## src/hw/rtl/wasc_pkg.sv

```systemverilog
// Shared types and constants for the wake-alarm scheduler.
// Holds the slot count, operation and result codes, FSM states and the
// command/status structs between the controller and the datapath.
package wasc_pkg;

  localparam int SLOTS = 16;
  localparam int SlotW = (SLOTS > 1) ? $clog2(SLOTS) : 1;

  localparam int TimeW  = 32;
  localparam int CountW = 5;
  localparam int CfgW   = 8;
  localparam int CfgIdxW = 1;

  localparam logic [CfgW-1:0] GuardReset = 8'd4;
  localparam logic [CfgW-1:0] LeadReset  = 8'd2;

  typedef enum logic [CfgIdxW-1:0] {
    CfgGuard = 1'b0,
    CfgLead  = 1'b1
  } cfg_idx_e;

  typedef enum logic [2:0] {
    OpConnect    = 3'd0,
    OpSetAlarm   = 3'd1,
    OpDisconnect = 3'd2,
    OpTick       = 3'd3,
    OpSuspend    = 3'd4
  } op_e;

  typedef enum logic [2:0] {
    KindEcho    = 3'd0,
    KindDue     = 3'd1,
    KindWake    = 3'd2,
    KindRelease = 3'd3,
    KindAssert  = 3'd4,
    KindError   = 3'd5,
    KindDone    = 3'd6
  } kind_e;

  typedef enum logic [2:0] {
    StIdle,
    StExec,
    StScan,
    StFinish,
    StEmit
  } state_e;

  typedef struct packed {
    logic capture;
    logic exec;
    logic scan;
    logic finish;
    logic emit;
  } cmd_t;

  typedef struct packed {
    logic need_scan;
    logic scan_done;
    logic emit_last;
    logic out_free;
  } stat_t;

endpackage

```

## src/hw/rtl/wake_alarm_scheduler_core.sv

```systemverilog
// Wake-alarm scheduler core: one request at a time. After acceptance the item takes
// an execute state, then for tick, suspend and set alarm on a valid slot a scan state
// (one slot time memory read per cycle) and a finish state, then an emit state that
// delivers the results while the output does not stall. The next request is taken
// only in the idle state, after the last result of the current one is loaded.
// Asynchronous active-low reset frees all slots, clears count and block, sets guard 4, lead 2.
module wake_alarm_scheduler_core (
  input  logic                         clk_i,
  input  logic                         rst_ni,
  input  logic                         cfg_we_i,
  input  logic [wasc_pkg::CfgIdxW-1:0] cfg_index_i,
  input  logic [wasc_pkg::CfgW-1:0]    cfg_data_i,
  input  logic                         in_valid_i,
  output logic                         in_stall_o,
  input  logic [2:0]                   in_operation_i,
  input  logic [3:0]                   in_slot_i,
  input  logic [31:0]                  in_alarm_time_i,
  input  logic [31:0]                  in_now_i,
  output logic                         out_valid_o,
  input  logic                         out_stall_i,
  output logic [2:0]                   out_kind_o,
  output logic [3:0]                   out_client_o,
  output logic [31:0]                  out_value_o,
  output logic [4:0]                   out_awake_count_o,
  output logic                         out_keep_awake_o,
  output logic                         out_last_o
);
  import wasc_pkg::*;

  // The controller only sequences; all slot state and result queuing
  // live in the datapath.
  cmd_t  cmd;
  stat_t stat;

  // Requests are taken only in the idle state. The output register lets
  // the final result of one request wait while the next is accepted.
  wasc_ctrl u_ctrl (
    .clk_i      (clk_i),
    .rst_ni     (rst_ni),
    .in_valid_i (in_valid_i),
    .in_stall_o (in_stall_o),
    .stat_i     (stat),
    .cmd_o      (cmd)
  );

  // Results are held as pending flags and delivered in order: release,
  // echo, alarm-due slots ascending, wake or block, then done or error.
  // Count and block outputs show the state after the whole request.
  wasc_datapath u_dp (
    .clk_i             (clk_i),
    .rst_ni            (rst_ni),
    .cfg_we_i          (cfg_we_i),
    .cfg_index_i       (cfg_index_i),
    .cfg_data_i        (cfg_data_i),
    .in_operation_i    (in_operation_i),
    .in_slot_i         (in_slot_i),
    .in_alarm_time_i   (in_alarm_time_i),
    .in_now_i          (in_now_i),
    .cmd_i             (cmd),
    .stat_o            (stat),
    .out_valid_o       (out_valid_o),
    .out_stall_i       (out_stall_i),
    .out_kind_o        (out_kind_o),
    .out_client_o      (out_client_o),
    .out_value_o       (out_value_o),
    .out_awake_count_o (out_awake_count_o),
    .out_keep_awake_o  (out_keep_awake_o),
    .out_last_o        (out_last_o)
  );

endmodule

```

## src/hw/rtl/wasc_datapath.sv

```systemverilog
// Datapath of the wake-alarm scheduler: slot flags, alarm time memory,
// scan pipeline, pending results and the output register.
// Depends on wasc_pkg; driven by commands from wasc_ctrl.
module wasc_datapath (
  input  logic                       clk_i,
  input  logic                       rst_ni,
  input  logic                       cfg_we_i,
  input  logic [wasc_pkg::CfgIdxW-1:0] cfg_index_i,
  input  logic [wasc_pkg::CfgW-1:0]  cfg_data_i,
  input  logic [2:0]                 in_operation_i,
  input  logic [3:0]                 in_slot_i,
  input  logic [31:0]                in_alarm_time_i,
  input  logic [31:0]                in_now_i,
  input  wasc_pkg::cmd_t             cmd_i,
  output wasc_pkg::stat_t            stat_o,
  output logic                       out_valid_o,
  input  logic                       out_stall_i,
  output logic [2:0]                 out_kind_o,
  output logic [3:0]                 out_client_o,
  output logic [31:0]                out_value_o,
  output logic [4:0]                 out_awake_count_o,
  output logic                       out_keep_awake_o,
  output logic                       out_last_o
);
  import wasc_pkg::*;

  // Configuration.
  logic [CfgW-1:0] guard_q, lead_q;

  // Slot state.
  logic [SLOTS-1:0] used_q, used_d, active_q, active_d;
  logic [CountW-1:0] total_q, total_d;
  logic block_q, block_d;
  logic [TimeW-1:0] time_mem [SLOTS];
  logic mem_we;
  logic [SlotW-1:0] mem_waddr;
  logic [TimeW-1:0] mem_wdata;
  logic [TimeW-1:0] rd_data_q;

  // Captured request.
  logic [2:0] op_q;
  logic [3:0] slot_q;
  logic [TimeW-1:0] atime_q, now_q;
  logic [SlotW-1:0] sidx;
  logic slot_ok;

  // Scan pipeline.
  logic [SlotW-1:0] cnt_q, cnt_d, eidx_q;
  logic iss_q, iss_d, evld_q;
  logic best_vld_q, best_vld_d;
  logic [SlotW-1:0] best_idx_q, best_idx_d;
  logic [TimeW-1:0] best_time_q, best_time_d;

  // Pending results.
  logic rel_q, rel_d, echo_q, echo_d, xtra_q, xtra_d;
  logic [SLOTS-1:0] due_q, due_d;
  logic [SlotW-1:0] echo_cl_q, echo_cl_d, xtra_cl_q, xtra_cl_d;
  logic [TimeW-1:0] echo_val_q, echo_val_d, xtra_val_q, xtra_val_d;
  kind_e xtra_kind_q, xtra_kind_d, fin_kind_q, fin_kind_d;

  // Output register.
  logic out_vld_q;
  logic [2:0] kind_q;
  logic [3:0] client_q;
  logic [TimeW-1:0] value_q;
  logic [CountW-1:0] count_q;
  logic keep_q;
  logic last_q;

  logic out_free, load;
  logic free_any, due_any;
  logic [SlotW-1:0] free_idx, due_idx;
  kind_e em_kind;
  logic [3:0] em_client;
  logic [TimeW-1:0] em_value;
  logic em_last;
  logic [TimeW:0] limit;

  assign sidx    = SlotW'(slot_q);
  assign slot_ok = (32'(slot_q) < 32'(SLOTS)) && used_q[sidx];
  assign out_free = !out_vld_q || !out_stall_i;
  assign load     = cmd_i.emit && out_free;
  assign limit    = {1'b0, now_q} + (TimeW + 1)'(guard_q);

  // Lowest free slot and lowest pending due slot.
  always_comb begin
    free_any = 1'b0;
    free_idx = '0;
    due_any  = 1'b0;
    due_idx  = '0;
    for (int i = SLOTS - 1; i >= 0; i--) begin
      if (!used_q[i]) begin
        free_any = 1'b1;
        free_idx = SlotW'(i);
      end
      if (due_q[i]) begin
        due_any = 1'b1;
        due_idx = SlotW'(i);
      end
    end
  end

  // Next result in delivery order.
  always_comb begin
    em_last   = 1'b0;
    em_value  = '0;
    em_client = slot_q;
    em_kind   = fin_kind_q;
    priority if (rel_q) begin
      em_kind = KindRelease;
    end else if (echo_q) begin
      em_kind   = KindEcho;
      em_client = 4'(echo_cl_q);
      em_value  = echo_val_q;
    end else if (due_any) begin
      em_kind   = KindDue;
      em_client = 4'(due_idx);
    end else if (xtra_q) begin
      em_kind   = xtra_kind_q;
      em_client = 4'(xtra_cl_q);
      em_value  = xtra_val_q;
    end else begin
      em_last = 1'b1;
    end
  end

  always_comb begin
    used_d      = used_q;
    active_d    = active_q;
    total_d     = total_q;
    block_d     = block_q;
    mem_we      = 1'b0;
    mem_waddr   = sidx;
    mem_wdata   = atime_q;
    cnt_d       = cnt_q;
    iss_d       = iss_q;
    best_vld_d  = best_vld_q;
    best_idx_d  = best_idx_q;
    best_time_d = best_time_q;
    rel_d       = rel_q;
    echo_d      = echo_q;
    echo_cl_d   = echo_cl_q;
    echo_val_d  = echo_val_q;
    due_d       = due_q;
    xtra_d      = xtra_q;
    xtra_cl_d   = xtra_cl_q;
    xtra_val_d  = xtra_val_q;
    xtra_kind_d = xtra_kind_q;
    fin_kind_d  = fin_kind_q;

    if (cmd_i.capture) begin
      rel_d      = 1'b0;
      echo_d     = 1'b0;
      due_d      = '0;
      xtra_d     = 1'b0;
      best_vld_d = 1'b0;
      fin_kind_d = KindDone;
    end

    if (cmd_i.exec) begin
      cnt_d = '0;
      iss_d = stat_o.need_scan;
      unique case (op_q)
        OpConnect: begin
          if (free_any) begin
            used_d[free_idx]   = 1'b1;
            active_d[free_idx] = 1'b1;
            total_d    = total_q + 1'b1;
            mem_we     = 1'b1;
            mem_waddr  = free_idx;
            mem_wdata  = '0;
            echo_d     = 1'b1;
            echo_cl_d  = free_idx;
            echo_val_d = '0;
          end else begin
            fin_kind_d = KindError;
          end
        end
        OpSetAlarm, OpDisconnect: begin
          if (!slot_ok) begin
            fin_kind_d = KindError;
          end else begin
            if (active_q[sidx]) begin
              active_d[sidx] = 1'b0;
              total_d = total_q - 1'b1;
              if (total_d == '0 && block_q) begin
                block_d = 1'b0;
                rel_d   = 1'b1;
              end
            end
            if (op_q == OpSetAlarm) begin
              mem_we     = 1'b1;
              echo_d     = 1'b1;
              echo_cl_d  = sidx;
              echo_val_d = atime_q;
            end else begin
              used_d[sidx] = 1'b0;
            end
          end
        end
        OpTick, OpSuspend: ;
        default: fin_kind_d = KindError;
      endcase
    end

    if (cmd_i.scan) begin
      if (iss_q) begin
        cnt_d = cnt_q + 1'b1;
        iss_d = (32'(cnt_q) != SLOTS - 1);
      end
      if (evld_q) begin
        if (op_q == OpSuspend) begin
          if (used_q[eidx_q] && (!best_vld_q || rd_data_q < best_time_q)) begin
            best_vld_d  = 1'b1;
            best_idx_d  = eidx_q;
            best_time_d = rd_data_q;
          end
        end else if (used_q[eidx_q] && !active_q[eidx_q] && rd_data_q <= now_q) begin
          active_d[eidx_q] = 1'b1;
          total_d = total_q + 1'b1;
          due_d[eidx_q] = 1'b1;
        end
      end
    end

    if (cmd_i.finish && op_q == OpSuspend && best_vld_q) begin
      xtra_cl_d = best_idx_q;
      if ({1'b0, best_time_q} > limit) begin
        xtra_d      = 1'b1;
        xtra_kind_d = KindWake;
        xtra_val_d  = (best_time_q >= TimeW'(lead_q)) ? best_time_q - TimeW'(lead_q) : '0;
      end else if (!block_q) begin
        block_d     = 1'b1;
        xtra_d      = 1'b1;
        xtra_kind_d = KindAssert;
        xtra_val_d  = '0;
      end
    end

    if (load) begin
      priority if (rel_q) begin
        rel_d = 1'b0;
      end else if (echo_q) begin
        echo_d = 1'b0;
      end else if (due_any) begin
        due_d[due_idx] = 1'b0;
      end else if (xtra_q) begin
        xtra_d = 1'b0;
      end
    end
  end

  always_ff @(posedge clk_i or negedge rst_ni) begin
    if (!rst_ni) begin
      guard_q     <= GuardReset;
      lead_q      <= LeadReset;
      used_q      <= '0;
      active_q    <= '0;
      total_q     <= '0;
      block_q     <= 1'b0;
      iss_q       <= 1'b0;
      evld_q      <= 1'b0;
      cnt_q       <= '0;
      best_vld_q  <= 1'b0;
      rel_q       <= 1'b0;
      echo_q      <= 1'b0;
      due_q       <= '0;
      xtra_q      <= 1'b0;
      fin_kind_q  <= KindDone;
      out_vld_q   <= 1'b0;
    end else begin
      if (cfg_we_i && cfg_index_i == CfgGuard) guard_q <= cfg_data_i;
      if (cfg_we_i && cfg_index_i == CfgLead)  lead_q  <= cfg_data_i;
      used_q     <= used_d;
      active_q   <= active_d;
      total_q    <= total_d;
      block_q    <= block_d;
      iss_q      <= iss_d;
      evld_q     <= cmd_i.scan && iss_q;
      cnt_q      <= cnt_d;
      best_vld_q <= best_vld_d;
      rel_q      <= rel_d;
      echo_q     <= echo_d;
      due_q      <= due_d;
      xtra_q     <= xtra_d;
      fin_kind_q <= fin_kind_d;
      if (out_free) out_vld_q <= cmd_i.emit;
    end
  end

  // Count and block are final during emission and travel with each result,
  // so a waiting result keeps them while the next request executes.
  always_ff @(posedge clk_i) begin
    if (cmd_i.capture) begin
      op_q    <= in_operation_i;
      slot_q  <= in_slot_i;
      atime_q <= in_alarm_time_i;
      now_q   <= in_now_i;
    end
    if (mem_we) time_mem[mem_waddr] <= mem_wdata;
    rd_data_q   <= time_mem[cnt_q];
    eidx_q      <= cnt_q;
    best_idx_q  <= best_idx_d;
    best_time_q <= best_time_d;
    echo_cl_q   <= echo_cl_d;
    echo_val_q  <= echo_val_d;
    xtra_cl_q   <= xtra_cl_d;
    xtra_val_q  <= xtra_val_d;
    xtra_kind_q <= xtra_kind_d;
    if (load) begin
      kind_q   <= em_kind;
      client_q <= em_client;
      value_q  <= em_value;
      count_q  <= total_q;
      keep_q   <= block_q;
      last_q   <= em_last;
    end
  end

  assign stat_o.need_scan = (op_q == OpSetAlarm && slot_ok) || op_q == OpTick ||
                            op_q == OpSuspend;
  assign stat_o.scan_done = evld_q && (32'(eidx_q) == SLOTS - 1);
  assign stat_o.emit_last = em_last;
  assign stat_o.out_free  = out_free;

  assign out_valid_o       = out_vld_q;
  assign out_kind_o        = kind_q;
  assign out_client_o      = client_q;
  assign out_value_o       = value_q;
  assign out_awake_count_o = count_q;
  assign out_keep_awake_o  = keep_q;
  assign out_last_o        = last_q;

endmodule

```

## src/hw/rtl/wasc_ctrl.sv

```systemverilog
// Controller state machine of the wake-alarm scheduler.
// Depends on wasc_pkg; sequences wasc_datapath through command signals.
module wasc_ctrl (
  input  logic            clk_i,
  input  logic            rst_ni,
  input  logic            in_valid_i,
  output logic            in_stall_o,
  input  wasc_pkg::stat_t stat_i,
  output wasc_pkg::cmd_t  cmd_o
);
  import wasc_pkg::*;

  state_e state_q, state_d;

  always_comb begin
    state_d = state_q;
    unique case (state_q)
      StIdle:   if (in_valid_i) state_d = StExec;
      StExec:   state_d = stat_i.need_scan ? StScan : StEmit;
      StScan:   if (stat_i.scan_done) state_d = StFinish;
      StFinish: state_d = StEmit;
      StEmit:   if (stat_i.out_free && stat_i.emit_last) state_d = StIdle;
      default:  state_d = StIdle;
    endcase
  end

  always_comb begin
    cmd_o = '0;
    in_stall_o = 1'b1;
    unique case (state_q)
      StIdle: begin
        in_stall_o    = 1'b0;
        cmd_o.capture = in_valid_i;
      end
      StExec:   cmd_o.exec   = 1'b1;
      StScan:   cmd_o.scan   = 1'b1;
      StFinish: cmd_o.finish = 1'b1;
      StEmit:   cmd_o.emit   = 1'b1;
      default:  cmd_o = '0;
    endcase
  end

  always_ff @(posedge clk_i or negedge rst_ni) begin
    if (!rst_ni) begin
      state_q <= StIdle;
    end else begin
      state_q <= state_d;
    end
  end

endmodule
```

## config.mk

```make
export PLATFORM = sky130hd
export DESIGN_NAME = wake_alarm_scheduler_core
export DESIGN_NICKNAME = d
export VERILOG_FILES = /design/src/hw/rtl/wasc_pkg.sv /design/src/hw/rtl/wake_alarm_scheduler_core.sv /design/src/hw/rtl/wasc_datapath.sv /design/src/hw/rtl/wasc_ctrl.sv
export SDC_FILE = /design/constraint.sdc
export NUM_CORES = 1
export LEC_CHECK = 0
export BUFFER_PORTS_ARGS = -buffer_cell sky130_fd_sc_hd__buf_2
export CORE_AREA = 2 2 276 278
export CTS_CLUSTER_SIZE = 8
export DETAILED_ROUTE_END_ITERATION = 16
export DIE_AREA = 0 0 278 280
export GPL_TIMING_DRIVEN = 0
export PLACE_DENSITY = 0.66
export SYNTH_ARGS = -nofsm -noshare
export SYNTH_HDL_FRONTEND = slang
export SYNTH_SLANG_ARGS = --single-unit
```

## constraint.sdc

```tcl
create_clock -name clk_i -period 7.4 [get_ports clk_i]
set_input_delay 0.74 -clock clk_i [delete_from_list [all_inputs] [get_ports clk_i]]
set_output_delay 0.74 -clock clk_i [all_outputs]
set_load 0.005 [all_outputs]
```

==> impl_metrics.ini, run 1 <==
[run_status]
outcome = completed

[yosys]
synth_edf_count = 739
yosys_warnings = 0
yosys_register_bits = 862
synthCells = 2293
synth.most_common_cell = edfxtp_1
synth_ff_type = edfxtp_1
synth_nets = 2495
ys_types = 86
avgSynthCellArea_um2 = 16.19
synthArstFlopShare_pct = 10.09
synth_seq_area_share_pct = 67.58
netlist_area_um2 = 37130
synth_top_cell_by_area = edfxtp_1
netlist_top_cells_count = edfxtp_1, mux4_2, nand2_1, ha_1
synth_top_area_share_pct = 59.76
synth.area.top_cells = edfxtp_1, mux4_2, dfrtp_1

[cts]
clock-sinks = 862
root_buffer = clkbuf_16
cts_setup_buffers = 0
clk_pin_slew_worst_paths_ns = 0.05
clk_latency_ns = 0.72
htreeDepth = 3
holdBufCountCts = 1
clock_path_buffers = 3
cts_tree = yes
cts_made_buffers = 117
cts_resized = 0

[route]
avgViaCountPerCell = 6.119
routed_wl_um = 101600
drc = 0
vias = 22240
drtPass1Iterations = 6
wl_per_cell_um = 27.96
ant_nets = 0
first_iter_violations = 2292

[global_route]
gr-total-overflow = 0
grt_pass1_wl_um = 148400
antenna_found_initial = 4
grt_max_degree = 56
grtUsageTotal_pct = 26.18
grt_pass1_vias = 22550

[sta]
clock.fmax_ghz = 0.1496
finalMaxSlewViolations = 0
tightest_slew_ns = 1.420
hold_viol = 0
setup_viol_count_final = 0
fin_tns_setup_ns = 0
rsz0062_at_grt = false
clock_skew_ns = 0.06235
fin_crit_ns = 6.686
slew_headroom_pct = 4.483
period_share_pct = 90.35

[placed_design]
dp_hpwl_um = 71460
port_buffers = 132
dp_cells = 3433
routabilityCongestion = 0.9994

[floorplan]
ioPinCount = 133
fp.coreArea_um2 = 75190
num_rows = 101
start_util_pct = 49.39
dieArea_um2 = 77840
die_w_um = 278
die_h_um = 280

[worst_setup_path]
cp.arrival_ns = 7.04
timing.rr.end = u_dp.xtra_val_q[1]
crit_required_ns = 7.76
reg2reg_slack_ns = 0.71
r2r_start = u_dp.now_q[1]
startpoint_type = register
cp-end-kind = register
path_class = register to register
reg2reg_depth = 16
crit_fanout = 23

[finish]
final_core_util_pct = 57.37
layout-drive-gt1-share_pct = 20.74
num_antenna_cells = 0
num-nets-final = 2777
area_growth_pct = 16.17
final_cells = 3635
fillers = 5625

[pwr]
p_int_uw = 8442
max-vdd-ir-drop_v = 0.0001915
p_switching_uw = 2394
p_clk_share_pct = 45.9
p_leak_uw = 0.01499
power_density_nw_per_um2 = 251.2
p_comb_share_pct = 4.7
p_seq_share_pct = 49.4
sw_frac_of_total_pct = 22.09

[min_path]
hold_start = in_alarm_time_i[9]
hp-class = primary input to register
hold_depth = 1
holdPathEnd = u_dp.atime_q[9]

[job]
cap_violations = 0
## power groups by stage
| stage | clock network, uW | logic (uW) | registers, uW |
|---|---|---|---|
| 2_1_floorplan | 0 | 315 | 5430 |
| 3_3_place_gp | 0 | 498 | 5440 |
| 3_5_place_dp | 0 | 508 | 5450 |
| 4_1_cts | 5030 | 511 | 5350 |
| 5_1_grt | 5230 | 558 | 5360 |
| 6_report | 4970 | 512 | 5350 |
## cell type report
cell class | count | area, um2 | area share [%]
timing repair buffer | 163 | 1246 | 2.889
clock inverter | 6 | 160.2 | 0.3713
sequential | 862 | 25090 | 58.17
buffer | 92 | 392.9 | 0.9107
clock buffer | 195 | 3221 | 7.466
tap | 978 | 1224 | 2.837
multi-input combinational | 1244 | 11440 | 26.52
inverter | 95 | 359.1 | 0.8324
## layer usage
metal | part of all wire, % | track usage, % | vias to the layer above
li1 | - | - | 9629
met1 | 40 | 34.22 | 11370
met2 | 50 | 44.38 | 1027
met3 | 6.7 | 4.080 | 219
met4 | 3.8 | 10.10 | 0
met5 | 0 | 0 | -
## placed cells by master (no fill, tap or decap), types with 8 or more instances in the layout
cell type / synthesis / final
dfrtp_1: 83 / 83
a22o_1: 34 / 34
nor4_1: 15 / 15
dfxtp_1: 36 / 36
a31oi_1: 8 / 8
xnor2_1: 42 / 42
o21ai_0: 65 / 65
nand2_1: 120 / 120
a211oi_1: 8 / 8
clkbuf_1: 54 / 132
edfxtp_1: 739 / 739
nor2_4: 1 / 17
or4_1: 9 / 9
nand3_1: 52 / 52
mux4_2: 175 / 175
ha_1: 115 / 115
nand2b_1: 15 / 15
or3_1: 9 / 9
nand4_1: 39 / 39
o21a_1: 8 / 8
buf_12: 0 / 10
nor3_1: 30 / 30
a21o_1: 26 / 26
buf_4: 3 / 10
a21oi_1: 82 / 81
o211ai_1: 14 / 14
buf_16: 0 / 10
buf_1: 16 / 16
nor2_1: 95 / 79
clkbuf_16: 0 / 117
o21bai_1: 9 / 9
nor2b_1: 29 / 29
o31ai_1: 17 / 17
and2_1: 70 / 70
buf_2: 17 / 148
a22oi_1: 13 / 13
inv_1: 95 / 93
mux2_2: 20 / 20
## kinds of logic (layout without fill, tap and decap cells)
group                    Yosys count  after routing  synth area share [%]
AO/OA/AOI/OAI                    343            343                 6.180
XOR/XNOR                          48             48                 1.132
adder cells (fa/ha/maj)          117            117                 3.983
buffers and inverters            187            551                 2.018
flip-flops                       862            862                 67.58
multiplexers                     203            203                 11.44
AND/OR/NAND/NOR                  533            533                 7.669
## worst max path at each step
stage / slack, ns / end / start / cells after the start
6_report: 0.71 / u_dp.xtra_val_q[1] / u_dp.now_q[1] / 16
2_1_floorplan: 1.36 / u_dp.best_idx_q[0] / u_dp.best_time_q[25] / 9
5_1_grt: 0.55 / u_dp.xtra_val_q[1] / u_dp.now_q[1] / 16
3_5_place_dp: 0.81 / u_dp.xtra_val_q[2] / u_dp.now_q[1] / 16
4_1_cts: 0.78 / u_dp.xtra_val_q[2] / u_dp.now_q[1] / 16
3_3_place_gp: -3.31 / u_dp.time_mem[14][24] / u_dp.sidx[2] / 8
## critical path: stages, from the launching register on
cell and delay, ns:
edfxtp_1 0.46, ha_1 0.32, a21o_1 0.10, a21oi_1 0.10, o21a_1 0.20, nor4_1 1.16, o21bai_1 0.70, nor4_1 0.46
xnor2_1 0.12, ha_1 0.31, nand4_1 0.19, nor4_1 0.64, nor4b_1 0.36, a211oi_1 0.13, or2_2 0.39, a21oi_4 0.45
buf_12 0.26
## registers in the layout, indices dropped and copies added, names as in the netlist, 5 cells and up
name,cells
u_dp.now_q,32
u_dp.echo_val_q,32
u_dp.best_time_q,32
u_dp.active_q,16
u_dp.total_q,5
u_dp.due_q,16
u_dp.guard_q,8
u_dp.atime_q,32
u_dp.used_q,16
u_dp.xtra_val_q,32
u_dp.out_awake_count_o,5
u_dp.time_mem,512
u_dp.rd_data_q,32
u_dp.lead_q,8
u_dp.out_value_o,32
## stage by stage
step                hold WS (ns)  setup WS (ns)  cell area, um2  power [uW]
floorplan                 0.3454          1.364           37130        5746
global placement          0.3794         -3.310           39020        5941
detailed placement        0.3700         0.8076           39750        5953
CTS                       0.1756         0.7761           43140       10900
global route              0.1892         0.5543           43140       11140
finish                    0.2002         0.7144           43140       10840
No activity file was read; power rests on OpenSTA's default activity.
==> inputs of run 2 (changes only) <==
CORE_AREA = 5 5 280 282   (was 2 2 276 278)
DIE_AREA = 0 0 285 287   (was 0 0 278 280)
SYNTH_HIERARCHICAL = 1   (was default)
==> run 2 against run 1 <==
Effect of this change:
- worst setup slack better by 1.4 ns
- area after synthesis up 0.58%
- clock skew down 0.0074 ns
- clock power down 2%
- non-clock buffer count up 9
- total power up 29%
- count of clock-buffer cells in the layout down 13
- via count up 4.6%
- utilization about the same
- hold slack better by 0.020 ns
- wire length down 0.10%
- fmax up 27%
==> impl_metrics.ini, run 2 <==
[yosys]
synth_nets = 2760
synthCells = 2558
yosys_register_bits = 862
synth.most_common_cell = edfxtp_1
synth_top_cell_by_area = edfxtp_1
yosys_warnings = 6
netlist_top_cells_count = edfxtp_1, nand2_1, o21ai_0, nor2_1, ha_1
synth_edf_count = 739
synthArstFlopShare_pct = 10.09
synth.area.top_cells = edfxtp_1, dfrtp_1, mux4_2
ys_types = 78
avgSynthCellArea_um2 = 14.60
synth_seq_area_share_pct = 67.19
netlist_area_um2 = 37350
synth_top_area_share_pct = 59.42
synth_ff_type = edfxtp_1

[worst_setup_path]
startpoint_type = register
reg2reg_slack_ns = 2.15
reg2reg_depth = 19
max_stage_delay_ns = 0.68
path_buf_inv = 1
crit_required_ns = 7.77
path_class = register to register
cp.arrival_ns = 5.61
cp-end-kind = register
worstPathCellList = ha_1 -> fa_1 -> a21o_1 -> a21oi_1 -> o21bai_1 -> a21oi_1 -> a21oi_1 -> nand2_1 -> nor4_1 -> xnor2_1 -> ha_1 -> nand4_1 -> nor3_1 -> nand2_1 -> nor2_1 -> a211oi_1 -> nand3_1 -> a21boi_4 -> buf_12
critPathMostFrequentCell = a21oi_1
crit_family = compound AO/OA/AOI/OAI gates
crit_fanout = 30
crit_cells = 19
slowest_stage = a21oi_1

[floorplan]
dieArea_um2 = 81800
ioPinCount = 133
start_util_pct = 49.51
num_rows = 101
fp.coreArea_um2 = 75440
die_w_um = 285
die_h_um = 287

[route]
wl_met1_um = 43190
drc = 0
wl_met3_um = 8189
first_iter_violations = 2241
drtPass1Iterations = 6
avgViaCountPerCell = 5.981
wl_per_cell_um = 26.11
routed_wl_um = 101500
top_layer_used = met4
ant_nets = 0
vias = 23260
wl_met2_um = 47090

[cts]
clk_latency_ns = 0.69
cts_tree = yes
cts_made_buffers = 117
clock-sinks = 862
root_buffer = clkbuf_16
clk_pin_slew_worst_paths_ns = 0.06
cts_resized = 0
clock_path_buffers = 3
htreeDepth = 3

[min_path]
hold_depth = 1
hp-class = primary input to register

[pwr]
max-vdd-ir-drop_v = 0.0002363
power_density_nw_per_um2 = 321.9
p_leak_uw = 0.01520

[finish]
final_common_cell = edfxtp_1
fillers = 5889
mostFrequentLayoutCells = edfxtp_1, nand2_1, buf_2, clkbuf_1, o21ai_0
largest_register = u_dp/time_mem
largest_reg_flops = 512
fin_area_um2 = 43270
layout-drive-gt1-share_pct = 15.76
area_growth_pct = 15.86
num-nets-final = 3038

[sta]
tightest_slew_ns = 1.240
hold_viol = 0
clock.fmax_ghz = 0.1906
rsz0062_at_grt = false
fin_crit_ns = 5.247
fin_ws_ns = 2.153
period_share_pct = 70.91
finalMaxSlewViolations = 0
clock_skew_ns = 0.05492
setup_viol_count_final = 0
slew_headroom_pct = 17.32

[run_status]
outcome = completed

[job]
cap_violations = 0

[global_route]
grtUsageTotal_pct = 24.55
antenna_found_initial = 13
gr-total-overflow = 0
grt_pass1_vias = 23100
grt_pass1_wl_um = 149500
grt_max_degree = 58

[placed_design]
dp_hpwl_um = 72840
dpl_cell_area_um2 = 39890
port_buffers = 132
routabilityCongestion = 0.9189
pre_cts_slack_ns = 2.248
run 2: cell count changes in the layout (fill, tap and decap cells not counted), sizes merged, moves of 15 or more:
cell	before	now
mux2i	7	114
mux4	175	80
a21oi	83	109
a221oi	4	33
nand2	121	192
a22oi	13	46
mux2	21	36
nor2	97	122
o21ai	67	129
run 2: cells by family after synthesis:
logic type | Yosys count | share of synthesized area [%]
fa+ha+maj | 117 | 3.960
buf+inv | 212 | 2.261
compound gates | 470 | 8.197
mux | 230 | 8.965
flops | 862 | 67.19
simple gates | 606 | 8.000
xor+xnor | 61 | 1.430
run 2: power breakdown:
group	switching, uW	total, uW	internal, uW
Clock	1960	4860	2910
Combinational	1800	2890	1090
Sequential	297	6180	5880
Total	4060	13900	9870
run 2: timing repair:
| item | CTS | global route |
|---|---|---|
| hold buffers | 1 | 0 |
| hold endpoints to repair | 10 | 0 |
| setup buffers | 0 | 0 |
run 2: area by class of cell:
type,instances,area (um2),share of cell area [%]
repair buffers,159,1209,2.793
clock inverters,7,165.2,0.3817
diodes,5,12.51,0.02891
clock buffers,182,3172,7.330
inverters,107,401.6,0.9281
well taps,978,1224,2.828
flip-flops and latches,862,25090,57.99
plain buffers,105,442.9,1.024
multi-input cells,1484,11550,26.70
run 2: layer usage:
| metal | up-vias | GRT usage (%) |
|---|---|---|
| li1 | 10390 | - |
| met3 | 184 | 4.116 |
| met4 | 0 | 7.757 |
| met1 | 11640 | 35.41 |
| met5 | - | 0 |
| met2 | 1056 | 38.72 |
run 2: stage by stage:
| step | setup TNS (ns) | hold WS, ns | utilization, % | instances | total power [uW] |
|---|---|---|---|---|---|
| 6_report | 0 | 0.2198 | 57.36 | 3889 | 13930 |
| 5_1_grt | 0 | 0.1868 | 57.34 | 3884 | 14520 |
| 4_1_cts | 0 | 0.1848 | 57.31 | 3883 | 14030 |
| 3_5_place_dp | 0 | 0.4071 | 52.88 | 3693 | 9135 |
| 3_3_place_gp | -28.71 | 0.4077 | 52.00 | 3668 | 9021 |
| 2_1_floorplan | 0 | 0.3654 | - | 2558 | 8008 |
run 2: path summary, 6_finish.rpt:
| check | end | start |
|---|---|---|
| hold reg to reg | u_dp/xtra_cl_q[3] | u_dp/best_idx_q[3] |
| setup reg to reg | u_dp/xtra_val_q[3] | u_dp/guard_q[0] |
| hold / removal | u_dp/sidx[0] | in_slot_i[0] |
| min in group asynchronous | u_dp/used_q[6] | rst_ni |
| setup / recovery | u_dp/xtra_val_q[3] | u_dp/guard_q[0] |
| max in group asynchronous | u_dp/lead_q[1] | rst_ni |
